## src/hw/rtl/dsc_pkg.sv

```systemverilog
`default_nettype none

package dsc_pkg;

  // Window ring length and derived widths
  localparam int unsigned WindowLen = 10;
  localparam int unsigned SumRaw    = WindowLen * 255;
  localparam int unsigned SumBits   = $clog2(SumRaw + 1);
  localparam int unsigned SumW      = (SumBits > 12) ? SumBits : 12;
  localparam logic [11:0] SumMax    = (SumRaw > 4095) ? 12'd4095 : 12'(SumRaw);

  // Calibration bands and steps
  localparam logic [11:0] CoarseBand   = 12'd1000;
  localparam logic [11:0] MidBand      = 12'd200;
  localparam logic [11:0] FineBand     = 12'd100;
  localparam logic [15:0] CoarseStep   = 16'd100;
  localparam logic [15:0] MidStep      = 16'd10;
  localparam logic [15:0] FineDownStep = 16'd2;
  localparam logic [15:0] FineDownMin  = 16'd1;
  localparam logic [2:0]  SettleNeeded = 3'd5;
  localparam logic [2:0]  SettleMax    = 3'd7;
  localparam logic [7:0]  TimerMax     = 8'd255;

  // Register reset values
  localparam logic        MeasureEnableRst = 1'b1;
  localparam logic [11:0] CalTargetRst     = 12'd1200;
  localparam logic [11:0] HighFaultRst     = 12'd2000;
  localparam logic [11:0] LowFaultRst      = 12'd1000;
  localparam logic [7:0]  WindowPeriodRst  = 8'd100;
  localparam logic [7:0]  FaultHoldRst     = 8'd50;
  localparam logic [7:0]  RecalHoldRst     = 8'd50;
  localparam logic [15:0] DacInitialRst    = 16'd3200;

  typedef enum logic [1:0] {
    OpService = 2'd0,
    OpTick    = 2'd1,
    OpPulse   = 2'd2,
    OpUnused  = 2'd3
  } dsc_op_e;

  typedef enum logic [2:0] {
    RegMeasureEnable = 3'd0,
    RegCalTarget     = 3'd1,
    RegHighFault     = 3'd2,
    RegLowFault      = 3'd3,
    RegWindowPeriod  = 3'd4,
    RegFaultHold     = 3'd5,
    RegRecalHold     = 3'd6,
    RegDacInitial    = 3'd7
  } dsc_reg_e;

  typedef enum logic [1:0] {
    PhCal  = 2'b01,
    PhMeas = 2'b10
  } dsc_phase_e;

  typedef struct packed {
    logic        measure_enable;
    logic [11:0] cal_target;
    logic [11:0] high_fault_level;
    logic [11:0] low_fault_level;
    logic [7:0]  window_period;
    logic [7:0]  fault_hold;
    logic [7:0]  recal_hold;
    logic [15:0] dac_initial;
  } dsc_cfg_t;

  // Controller to window chain
  typedef struct packed {
    logic       record;
    logic       clear;
    logic [7:0] count;
  } dsc_win_ctl_t;

  // Controller state after the current item
  typedef struct packed {
    logic        measuring;
    logic [15:0] dac_level;
  } dsc_status_t;

endpackage

`default_nettype wire

```

## src/hw/rtl/dsc_slot_cell.sv

```systemverilog
`default_nettype none

module dsc_slot_cell (
  input  wire logic       clk_i,
  input  wire logic       rst_ni,
  input  wire logic       clear_i,
  input  wire logic       shift_i,
  input  wire logic [7:0] slot_i,
  output logic      [7:0] slot_o
);

  logic [7:0] slot_q, slot_d;

  always_comb begin
    slot_d = slot_q;
    if (clear_i) begin
      slot_d = '0;
    end else if (shift_i) begin
      slot_d = slot_i;
    end
  end

  always_ff @(posedge clk_i or negedge rst_ni) begin
    if (!rst_ni) begin
      slot_q <= '0;
    end else begin
      slot_q <= slot_d;
    end
  end

  assign slot_o = slot_q;

endmodule

`default_nettype wire

```

## src/hw/rtl/dsc_ctrl.sv

```systemverilog
`default_nettype none

module dsc_ctrl (
  input  wire logic                 clk_i,
  input  wire logic                 rst_ni,
  input  wire logic                 accept_i,
  input  wire logic [1:0]           operation_i,
  input  wire logic [11:0]          cal_sample_i,
  input  wire logic [11:0]          dust_sample_i,
  input  wire dsc_pkg::dsc_cfg_t    cfg_i,
  input  wire logic                 dac_load_i,
  input  wire logic [15:0]          dac_load_value_i,
  output dsc_pkg::dsc_win_ctl_t     win_o,
  output dsc_pkg::dsc_status_t      status_o
);

  dsc_pkg::dsc_phase_e phase_q, phase_d;
  logic [15:0] dac_q, dac_d;
  logic [2:0]  settle_q, settle_d;
  logic [7:0]  cal_timer_q, cal_timer_d;
  logic [7:0]  window_timer_q, window_timer_d;
  logic [7:0]  fault_timer_q, fault_timer_d;
  logic [7:0]  recal_timer_q, recal_timer_d;
  logic [7:0]  pulse_q, pulse_d;
  logic        record, clear;

  logic [11:0] diff_up, diff_down;
  logic        coarse_up;
  logic [16:0] dac_up;
  logic [15:0] dac_s1, dac_s2, dac_s3;
  logic [2:0]  settle_inc;

  // Datapath for a calibrate step
  always_comb begin
    diff_up   = cal_sample_i - cfg_i.cal_target;
    diff_down = cfg_i.cal_target - cal_sample_i;
    coarse_up = diff_up > dsc_pkg::CoarseBand;
    dac_up    = {1'b0, dac_q} + {1'b0, (coarse_up ? dsc_pkg::CoarseStep : dsc_pkg::MidStep)};
    // cascade of decrease tests, each on the previous result
    dac_s1 = (diff_down > dsc_pkg::CoarseBand && dac_q > dsc_pkg::CoarseStep) ?
             dac_q - dsc_pkg::CoarseStep : dac_q;
    dac_s2 = (diff_down > dsc_pkg::MidBand && dac_s1 > dsc_pkg::MidStep) ?
             dac_s1 - dsc_pkg::MidStep : dac_s1;
    dac_s3 = (diff_down > dsc_pkg::FineBand && dac_s2 > dsc_pkg::FineDownMin) ?
             dac_s2 - dsc_pkg::FineDownStep : dac_s2;
    settle_inc = (settle_q < dsc_pkg::SettleMax) ? settle_q + 3'd1 : settle_q;
  end

  always_comb begin
    phase_d        = phase_q;
    dac_d          = dac_q;
    settle_d       = settle_q;
    cal_timer_d    = cal_timer_q;
    window_timer_d = window_timer_q;
    fault_timer_d  = fault_timer_q;
    recal_timer_d  = recal_timer_q;
    pulse_d        = pulse_q;
    record         = 1'b0;
    clear          = 1'b0;

    if (accept_i) begin
      case (dsc_pkg::dsc_op_e'(operation_i))
        dsc_pkg::OpTick: begin
          if (cal_timer_q != dsc_pkg::TimerMax) cal_timer_d = cal_timer_q + 8'd1;
          if (window_timer_q != dsc_pkg::TimerMax) window_timer_d = window_timer_q + 8'd1;
          if (fault_timer_q != dsc_pkg::TimerMax) fault_timer_d = fault_timer_q + 8'd1;
          if (recal_timer_q != dsc_pkg::TimerMax) recal_timer_d = recal_timer_q + 8'd1;
        end
        dsc_pkg::OpPulse: begin
          if (pulse_q != dsc_pkg::TimerMax) pulse_d = pulse_q + 8'd1;
        end
        dsc_pkg::OpService: begin
          case (phase_q)
            dsc_pkg::PhCal: begin
              if (cal_timer_q != 8'd0) begin
                cal_timer_d = '0;
                if (cal_sample_i > cfg_i.cal_target) begin
                  if (!coarse_up || dac_q < cfg_i.dac_initial) begin
                    dac_d = dac_up[16] ? 16'hFFFF : dac_up[15:0];
                  end
                  settle_d = '0;
                end else begin
                  dac_d = dac_s3;
                  if (diff_down > dsc_pkg::FineBand) begin
                    settle_d = '0;
                  end else begin
                    settle_d = settle_inc;
                    if (settle_inc >= dsc_pkg::SettleNeeded) begin
                      phase_d       = dsc_pkg::PhMeas;
                      clear         = 1'b1;
                      fault_timer_d = '0;
                      recal_timer_d = '0;
                    end
                  end
                end
              end
              // clamp the fault timer on every calibrate step
              if (fault_timer_d >= cfg_i.fault_hold) fault_timer_d = cfg_i.fault_hold;
            end
            dsc_pkg::PhMeas: begin
              if (dust_sample_i > cfg_i.high_fault_level) begin
                if (fault_timer_q >= cfg_i.fault_hold) begin
                  fault_timer_d = cfg_i.fault_hold;
                  phase_d       = dsc_pkg::PhCal;
                end
              end else if (dust_sample_i > cfg_i.cal_target) begin
                if (recal_timer_q >= cfg_i.recal_hold) phase_d = dsc_pkg::PhCal;
                fault_timer_d = '0;
              end else if (dust_sample_i < cfg_i.low_fault_level) begin
                if (fault_timer_q >= cfg_i.fault_hold) begin
                  fault_timer_d = '0;
                  phase_d       = dsc_pkg::PhCal;
                end
              end else begin
                fault_timer_d = '0;
              end
              // window check runs on the same step even if the phase drops
              if (window_timer_q >= cfg_i.window_period) begin
                window_timer_d = '0;
                if (cfg_i.measure_enable) begin
                  record  = 1'b1;
                  pulse_d = '0;
                end
              end
            end
            default: begin
              phase_d = dsc_pkg::PhCal;
            end
          endcase
        end
        default: begin
        end
      endcase
    end

    if (dac_load_i) dac_d = dac_load_value_i;
  end

  always_ff @(posedge clk_i or negedge rst_ni) begin
    if (!rst_ni) begin
      phase_q        <= dsc_pkg::PhCal;
      dac_q          <= dsc_pkg::DacInitialRst;
      settle_q       <= '0;
      cal_timer_q    <= '0;
      window_timer_q <= '0;
      fault_timer_q  <= '0;
      recal_timer_q  <= '0;
      pulse_q        <= '0;
    end else begin
      phase_q        <= phase_d;
      dac_q          <= dac_d;
      settle_q       <= settle_d;
      cal_timer_q    <= cal_timer_d;
      window_timer_q <= window_timer_d;
      fault_timer_q  <= fault_timer_d;
      recal_timer_q  <= recal_timer_d;
      pulse_q        <= pulse_d;
    end
  end

  assign win_o.record        = record;
  assign win_o.clear         = clear;
  assign win_o.count         = pulse_q;
  assign status_o.measuring  = (phase_d == dsc_pkg::PhMeas);
  assign status_o.dac_level  = dac_d;

endmodule

`default_nettype wire

```

## src/hw/rtl/dust_sensor_calibrate_and_count.sv

```systemverilog
// Dust sensor controller: calibrate phase, then measure phase.
//
// Input channel (in_valid_i / in_stall_o): one word per item, operation_i
// picks a service step (uses cal_sample_i or dust_sample_i), a timer tick,
// or a dust pulse. Operation code 3 changes nothing but still reports.
// Output channel (out_valid_o / out_stall_i): exactly one result word per
// input word, in order: dac_drive_o, window_sum_o, measuring_o, all taken
// after the item's update.
// out_valid_o rises in the cycle after acceptance. Throughput is one word per
// cycle while out_stall_i is low: all state updates finish in the accepting
// cycle, and the window is a row of slot cells that shift on each record
// while a running sum adds the new count and drops the last cell's count.
// When the receiver stalls, the result is held in the output register and
// in_stall_o rises only while that register is full and stalled.
// Configuration: cfg_valid_i / cfg_ready_o with cfg_index_i and cfg_data_i;
// ready is always high. Write only while idle. Writing dac_initial also
// loads the drive level.
// Reset: registers go to their defaults, phase is calibrate, drive equals
// dac_initial, timers, counters, slot cells and the sum are cleared.
`default_nettype none

module dust_sensor_calibrate_and_count (
  input  wire logic        clk_i,
  input  wire logic        rst_ni,
  // input channel
  input  wire logic        in_valid_i,
  output logic             in_stall_o,
  input  wire logic [1:0]  operation_i,
  input  wire logic [11:0] cal_sample_i,
  input  wire logic [11:0] dust_sample_i,
  // output channel
  output logic             out_valid_o,
  input  wire logic        out_stall_i,
  output logic [15:0]      dac_drive_o,
  output logic [11:0]      window_sum_o,
  output logic             measuring_o,
  // configuration channel
  input  wire logic        cfg_valid_i,
  output logic             cfg_ready_o,
  input  wire logic [2:0]  cfg_index_i,
  input  wire logic [15:0] cfg_data_i
);

  dsc_pkg::dsc_cfg_t     cfg_q, cfg_d;
  dsc_pkg::dsc_win_ctl_t win;
  dsc_pkg::dsc_status_t  status;
  logic                  accept;
  logic                  cfg_wr;
  logic                  dac_load;

  logic [7:0]              slot_out [dsc_pkg::WindowLen];
  logic [dsc_pkg::SumW-1:0] sum_q, sum_d;
  logic [11:0]             sum_sat;

  logic        out_valid_q, out_valid_d;
  logic [15:0] dac_out_q;
  logic [11:0] sum_out_q;
  logic        meas_out_q;

  // Accept a word whenever the output register is free or draining
  assign in_stall_o  = out_valid_q & out_stall_i;
  assign accept      = in_valid_i & ~in_stall_o;
  assign cfg_ready_o = 1'b1;
  assign cfg_wr      = cfg_valid_i & cfg_ready_o;

  // Configuration registers
  always_comb begin
    cfg_d    = cfg_q;
    dac_load = 1'b0;
    if (cfg_wr) begin
      case (dsc_pkg::dsc_reg_e'(cfg_index_i))
        dsc_pkg::RegMeasureEnable: cfg_d.measure_enable   = cfg_data_i[0];
        dsc_pkg::RegCalTarget:     cfg_d.cal_target       = cfg_data_i[11:0];
        dsc_pkg::RegHighFault:     cfg_d.high_fault_level = cfg_data_i[11:0];
        dsc_pkg::RegLowFault:      cfg_d.low_fault_level  = cfg_data_i[11:0];
        dsc_pkg::RegWindowPeriod:  cfg_d.window_period    = cfg_data_i[7:0];
        dsc_pkg::RegFaultHold:     cfg_d.fault_hold       = cfg_data_i[7:0];
        dsc_pkg::RegRecalHold:     cfg_d.recal_hold       = cfg_data_i[7:0];
        dsc_pkg::RegDacInitial: begin
          cfg_d.dac_initial = cfg_data_i;
          dac_load          = 1'b1;
        end
        default: begin
        end
      endcase
    end
  end

  always_ff @(posedge clk_i or negedge rst_ni) begin
    if (!rst_ni) begin
      cfg_q.measure_enable   <= dsc_pkg::MeasureEnableRst;
      cfg_q.cal_target       <= dsc_pkg::CalTargetRst;
      cfg_q.high_fault_level <= dsc_pkg::HighFaultRst;
      cfg_q.low_fault_level  <= dsc_pkg::LowFaultRst;
      cfg_q.window_period    <= dsc_pkg::WindowPeriodRst;
      cfg_q.fault_hold       <= dsc_pkg::FaultHoldRst;
      cfg_q.recal_hold       <= dsc_pkg::RecalHoldRst;
      cfg_q.dac_initial      <= dsc_pkg::DacInitialRst;
    end else begin
      cfg_q <= cfg_d;
    end
  end

  // Phase control, DAC loop, timers and pulse counter
  dsc_ctrl u_ctrl (
    .clk_i            (clk_i),
    .rst_ni           (rst_ni),
    .accept_i         (accept),
    .operation_i      (operation_i),
    .cal_sample_i     (cal_sample_i),
    .dust_sample_i    (dust_sample_i),
    .cfg_i            (cfg_q),
    .dac_load_i       (dac_load),
    .dac_load_value_i (cfg_data_i),
    .win_o            (win),
    .status_o         (status)
  );

  // Window: a row of slot cells; each record shifts the newest count in.
  // The sum does not depend on slot order, so a shift row stands for the ring.
  for (genvar k = 0; k < dsc_pkg::WindowLen; k++) begin : g_slot
    if (k == 0) begin : g_head
      dsc_slot_cell u_cell (
        .clk_i   (clk_i),
        .rst_ni  (rst_ni),
        .clear_i (win.clear),
        .shift_i (win.record),
        .slot_i  (win.count),
        .slot_o  (slot_out[k])
      );
    end else begin : g_body
      dsc_slot_cell u_cell (
        .clk_i   (clk_i),
        .rst_ni  (rst_ni),
        .clear_i (win.clear),
        .shift_i (win.record),
        .slot_i  (slot_out[k-1]),
        .slot_o  (slot_out[k])
      );
    end
  end

  // Running sum: add the incoming count, drop the one leaving the row
  always_comb begin
    sum_d = sum_q;
    if (win.clear) begin
      sum_d = '0;
    end else if (win.record) begin
      sum_d = sum_q + dsc_pkg::SumW'(win.count)
                    - dsc_pkg::SumW'(slot_out[dsc_pkg::WindowLen-1]);
    end
    sum_sat = (sum_d > dsc_pkg::SumW'(12'hFFF)) ? 12'hFFF : sum_d[11:0];
  end

  always_ff @(posedge clk_i or negedge rst_ni) begin
    if (!rst_ni) begin
      sum_q <= '0;
    end else begin
      sum_q <= sum_d;
    end
  end

  // Output register: load on accept, drop valid once taken
  always_comb begin
    out_valid_d = out_valid_q;
    if (accept) begin
      out_valid_d = 1'b1;
    end else if (!out_stall_i) begin
      out_valid_d = 1'b0;
    end
  end

  always_ff @(posedge clk_i or negedge rst_ni) begin
    if (!rst_ni) begin
      out_valid_q <= 1'b0;
    end else begin
      out_valid_q <= out_valid_d;
    end
  end

  always_ff @(posedge clk_i) begin
    if (accept) begin
      dac_out_q  <= status.dac_level;
      sum_out_q  <= sum_sat;
      meas_out_q <= status.measuring;
    end
  end

  assign out_valid_o  = out_valid_q;
  assign dac_drive_o  = dac_out_q;
  assign window_sum_o = sum_out_q;
  assign measuring_o  = meas_out_q;

endmodule

`default_nettype wire

```

## config.mk

```make
export PLATFORM = sky130hd
export DESIGN_NAME = dust_sensor_calibrate_and_count
export DESIGN_NICKNAME = d
export VERILOG_FILES = /design/src/hw/rtl/dsc_pkg.sv /design/src/hw/rtl/dsc_slot_cell.sv /design/src/hw/rtl/dsc_ctrl.sv /design/src/hw/rtl/dust_sensor_calibrate_and_count.sv
export SDC_FILE = /design/constraint.sdc
export NUM_CORES = 1
export LEC_CHECK = 0
export BUFFER_PORTS_ARGS = -buffer_cell sky130_fd_sc_hd__buf_2
export CORE_ASPECT_RATIO = 2
export CORE_MARGIN = 2
export CORE_UTILIZATION = 30
export DETAILED_ROUTE_END_ITERATION = 6
export PLACE_DENSITY = 0.52
export REMOVE_ABC_BUFFERS = 1
export SYNTH_ARGS = -nofsm -noshare
export SYNTH_HDL_FRONTEND = slang
export SYNTH_SLANG_ARGS = --single-unit
```

## constraint.sdc

```tcl
create_clock -name clk_i -period 5.9 [get_ports clk_i]
set_input_delay 1.18 -clock clk_i [delete_from_list [all_inputs] [get_ports clk_i]]
set_output_delay 1.18 -clock clk_i [all_outputs]
set_load 0.01 [all_outputs]
```

==> impl_metrics.tcl <==
set metrics [dict create \
    die_x_um 173 \
    ctsRootBufferMaster "clkbuf_16" \
    cts_max_path_buffers 3 \
    syn_inst 1958 \
    worstMarginPinSlew_ns 1.06 \
    synth_cell_types 90 \
    cap_violations 0 \
    hold_buffers 0 \
    die-area_mm2 0.0590 \
    critPathBufInv 6 \
    synth_ff_type "dfrtp_1" \
    io_pins 82 \
    clock-sinks 260 \
    slowest_delay_ns 0.50 \
    r2r_setup_slack_ns 0.71 \
    p_per_area_mw_per_mm2 395 \
    via_per_inst 5.12 \
    holdCritPathClass "reg -> reg" \
    ir_worst_vdd_v 0.000208 \
    r2r-end "dac_drive_o[15]$_DFFE_PP_" \
    wl_per_cell_um 17.9 \
    start_util_pct 30.3 \
    synth_warnings 0 \
    min-delay-start "cfg_q[0]$_DFFE_PN0P_" \
    startpoint "cal_sample_i[3]" \
    syn_to_final_growth_pct 19.7 \
    synth_seq_cells 260 \
    grt_use_total_pct 17.6 \
    wirelength_um 52400 \
    antenna_left 0 \
    criticalPathCategory "in -> reg" \
    arrival_ns 5.83 \
    design_area_mm2 0.0204 \
    crit_fanout 7 \
    cp_cell_sequence "buf_2, inv_1, ha_1, buf_4, a21o_1, a21o_1, o21ai_0, nand4_1, and4bb_4, buf_4, nand3_1, a32oi_1, nand4_1, buf_4, buf_4, nor3_1, mux2i_1, and2_1, o2111ai_2, or4_1, nand2_1, o211ai_1" \
    r2r_cells 21 \
    rows 123 \
    overflow 0 \
    crit_slowest_cell "or4_1" \
    min_to "cfg_q[0]$_DFFE_PN0P_" \
    grt_setup_unrepaired "no" \
    fin_crit_sh_pct 93.8 \
    syn_area_mm2 0.0171 \
    dieHeight_um 341 \
    finalMaxSlewViolations 0 \
    status "finished, final reports clean" \
    antenna_cells 0 \
    finalSetupViolations 0 \
    hold-path-cell-count 2 \
    nets 2344 \
    p_leak_nw 9.06 \
    drtIter0Drc 893 \
    post-route-min-period_ns 5.53 \
    dpl_cell_area_mm2 0.0194 \
    core_mm2 0.0563 \
    slew_headroom_pct 29.1 \
    fillers 5773 \
    globalplace.congestion 0.928 \
    crit_top_cell "buf_4" \
    synth-async-reset-ratio_pct 88.8 \
    start_kind "input pin" \
    worstReg2RegStart "cfg_q[65]$_DFFE_PN0P_" \
    yosysSeqAreaShare_pct 39.2 \
    cp-end-kind "register" \
    max_clock_freq_ghz 0.181 \
    grt_pass1_vias 15200 \
    fin_skew_ns 0.0112 \
    dpl.hpwl_um 39800 \
    crit_family "simple AND/OR/NAND/NOR gates" \
    portBuffers 80 \
    htree_levels 1 \
    utilization_pct 36.3 \
    first_pass_iters 5 \
    required_ns 6.20 \
    hold_viol 0 \
    worstSkewPairLatency_ns 0.57 \
    cts_tree "yes" \
    synth-edff-count 29 \
    cts_buffers 26 \
    antenna_found_initial 5 \
    drc 0 \
    drive_gt1_share_pct 19.0 \
    grt_start_max_net_pins 98 \
    grt_pass1_wl_um 82600 \
    vias 14900 \
    avgSynthCellArea_um2 8.72 \
    clk_pin_slew_ns 0.06 \
    cts_setup_buffers 0 \
]
[placed cells by master (no fill, tap or decap), drive strengths merged, types with 13 or more instances in the layout]
cell	n
nand2	306
buf	252
dfrtp	198
a21oi	185
inv	166
o21ai	152
ha	135
nor2	93
nand3	49
xnor2	43
a21o	38
clkbuf	38
mux2	35
nand2b	33
dfstp	33
nand4	30
nor3	30
edfxtp	29
nor2b	21
xor2	19
and2	19
mux2i	18
o21bai	17
and3	16
or3	14
nor4	14
o211ai	13
[how the worst max path moves through the flow]
| stage | to | slack, ns | cells past startpoint |
|---|---|---|---|
| 6_report | dac_drive_o[15]$_DFFE_PP_ | 0.37 | 22 |
| 5_1_grt | u_ctrl.fault_timer_q[1]$_DFFE_PN0P_ | 0.006 | 31 |
| 4_1_cts | dac_drive_o[8]$_DFFE_PP_ | 0.10 | 25 |
| 3_5_place_dp | dac_drive_o[9]$_DFFE_PP_ | -0.66 | 26 |
| 3_3_place_gp | dac_drive_o[9]$_DFFE_PP_ | -0.45 | 25 |
| 2_1_floorplan | window_sum_o[1]$_SDFFCE_PN1P_ | -5.76 | 14 |
[synth_stat cells, drive strengths merged, types with 29 or more instances]
master	instances	area, um^2
nor3	30	155
dfrtp	198	4950
xnor2	43	377
o21ai	152	776
nand2b	33	206
ha	135	1690
mux2	35	398
dfstp	33	867
inv	165	619
clkbuf	73	274
nand2	306	1150
nand3	49	245
nor2	93	349
a21o	38	285
a21oi	185	930
nand4	30	188
edfxtp	29	871
[routing by layer]
layer | wire (um) | vias up | track usage, %
met2 | 27500 | 349 | 33.3
met4 | 3740 | 8 | 11.5
li1 | - | 7226 | -
met1 | 19400 | 7192 | 18.4
met5 | 39 | - | 0
met3 | 1710 | 168 | 1.87
[stage by stage]
step	hold slack (ns)	setup slack, ns	instances	power [mW]	setup TNS (ns)
after floorplan	0.447	-5.76	1869	4.57	-592.88
after global placement	0.471	-0.447	2871	6.12	-9.37
after detailed placement	0.474	-0.660	2871	6.19	-15.54
after CTS	0.488	0.102	2918	8.08	0
after global routing	0.514	0.00590	2918	8.63	0
final	0.491	0.366	2918	8.07	0
[repair_timing]
action                     4_1_cts  5_1_grt
resized for setup                1       30
setup endpoints to repair        4       39
pin swaps                        0       11
[power by group]
part	internal (mW)	switching (mW)
logic	1.74	2.11
registers	2.12	0.276
clock network	1.07	0.754
[worst reg2reg max path: stages (launching register included)]
cell and delay [ns]:
dfrtp_1 0.41, ha_1 0.30, buf_4 0.15, nor2b_4 0.13, buf_4 0.14, o2111a_1 0.26
o21ai_0 0.23, nand4_1 0.17, and4bb_4 0.40, buf_4 0.12, nand3_1 0.06, a32oi_1 0.36
nand4_1 0.24, buf_4 0.21, buf_4 0.13, nor3_1 0.21, mux2i_1 0.32, and2_1 0.21
o2111ai_2 0.17, or4_1 0.50, nand2_1 0.08, o211ai_1 0.11
[flip-flops by register name, indices dropped and copies added, names as in the netlist]
name,flops
u_ctrl.window_timer_q,8
u_ctrl.phase_q,2
u_ctrl.recal_timer_q,8
u_ctrl.cal_timer_q,8
g_slot.g_body.u_cell.slot_o,72
u_ctrl.settle_q,3
g_slot.g_head.u_cell.slot_o,8
u_ctrl.pulse_q,8
dac_drive_o,16
out_valid_o,1
window_sum_o,12
cfg_q,77
u_ctrl.dac_q,16
sum_q,12
u_ctrl.fault_timer_q,8
measuring_o,1
[area by class of cell]
class / instances / area (um^2) / share of cell area (%)
multi-input combinational: 1444 / 9540 / 46.6
sequential: 260 / 6690 / 32.7
timing repair buffer: 252 / 1730 / 8.45
tap: 750 / 938 / 4.59
clock buffer: 38 / 798 / 3.90
inverter: 165 / 619 / 3.03
clock inverter: 9 / 135 / 0.661
[cells by family after synthesis]
group                    Yosys count  share of synthesized area (%)
AND/OR/NAND/NOR                  662                           18.4
AO/OA/AOI/OAI                    521                           19.1
flip-flops                       260                           39.2
buffers and inverters            254                           5.69
adder cells (fa/ha/maj)          145                           11.1
XOR/XNOR                          62                           3.18
multiplexers                      53                           3.38
other                              1                         0.0220
(Power assumes the default switching activity.)
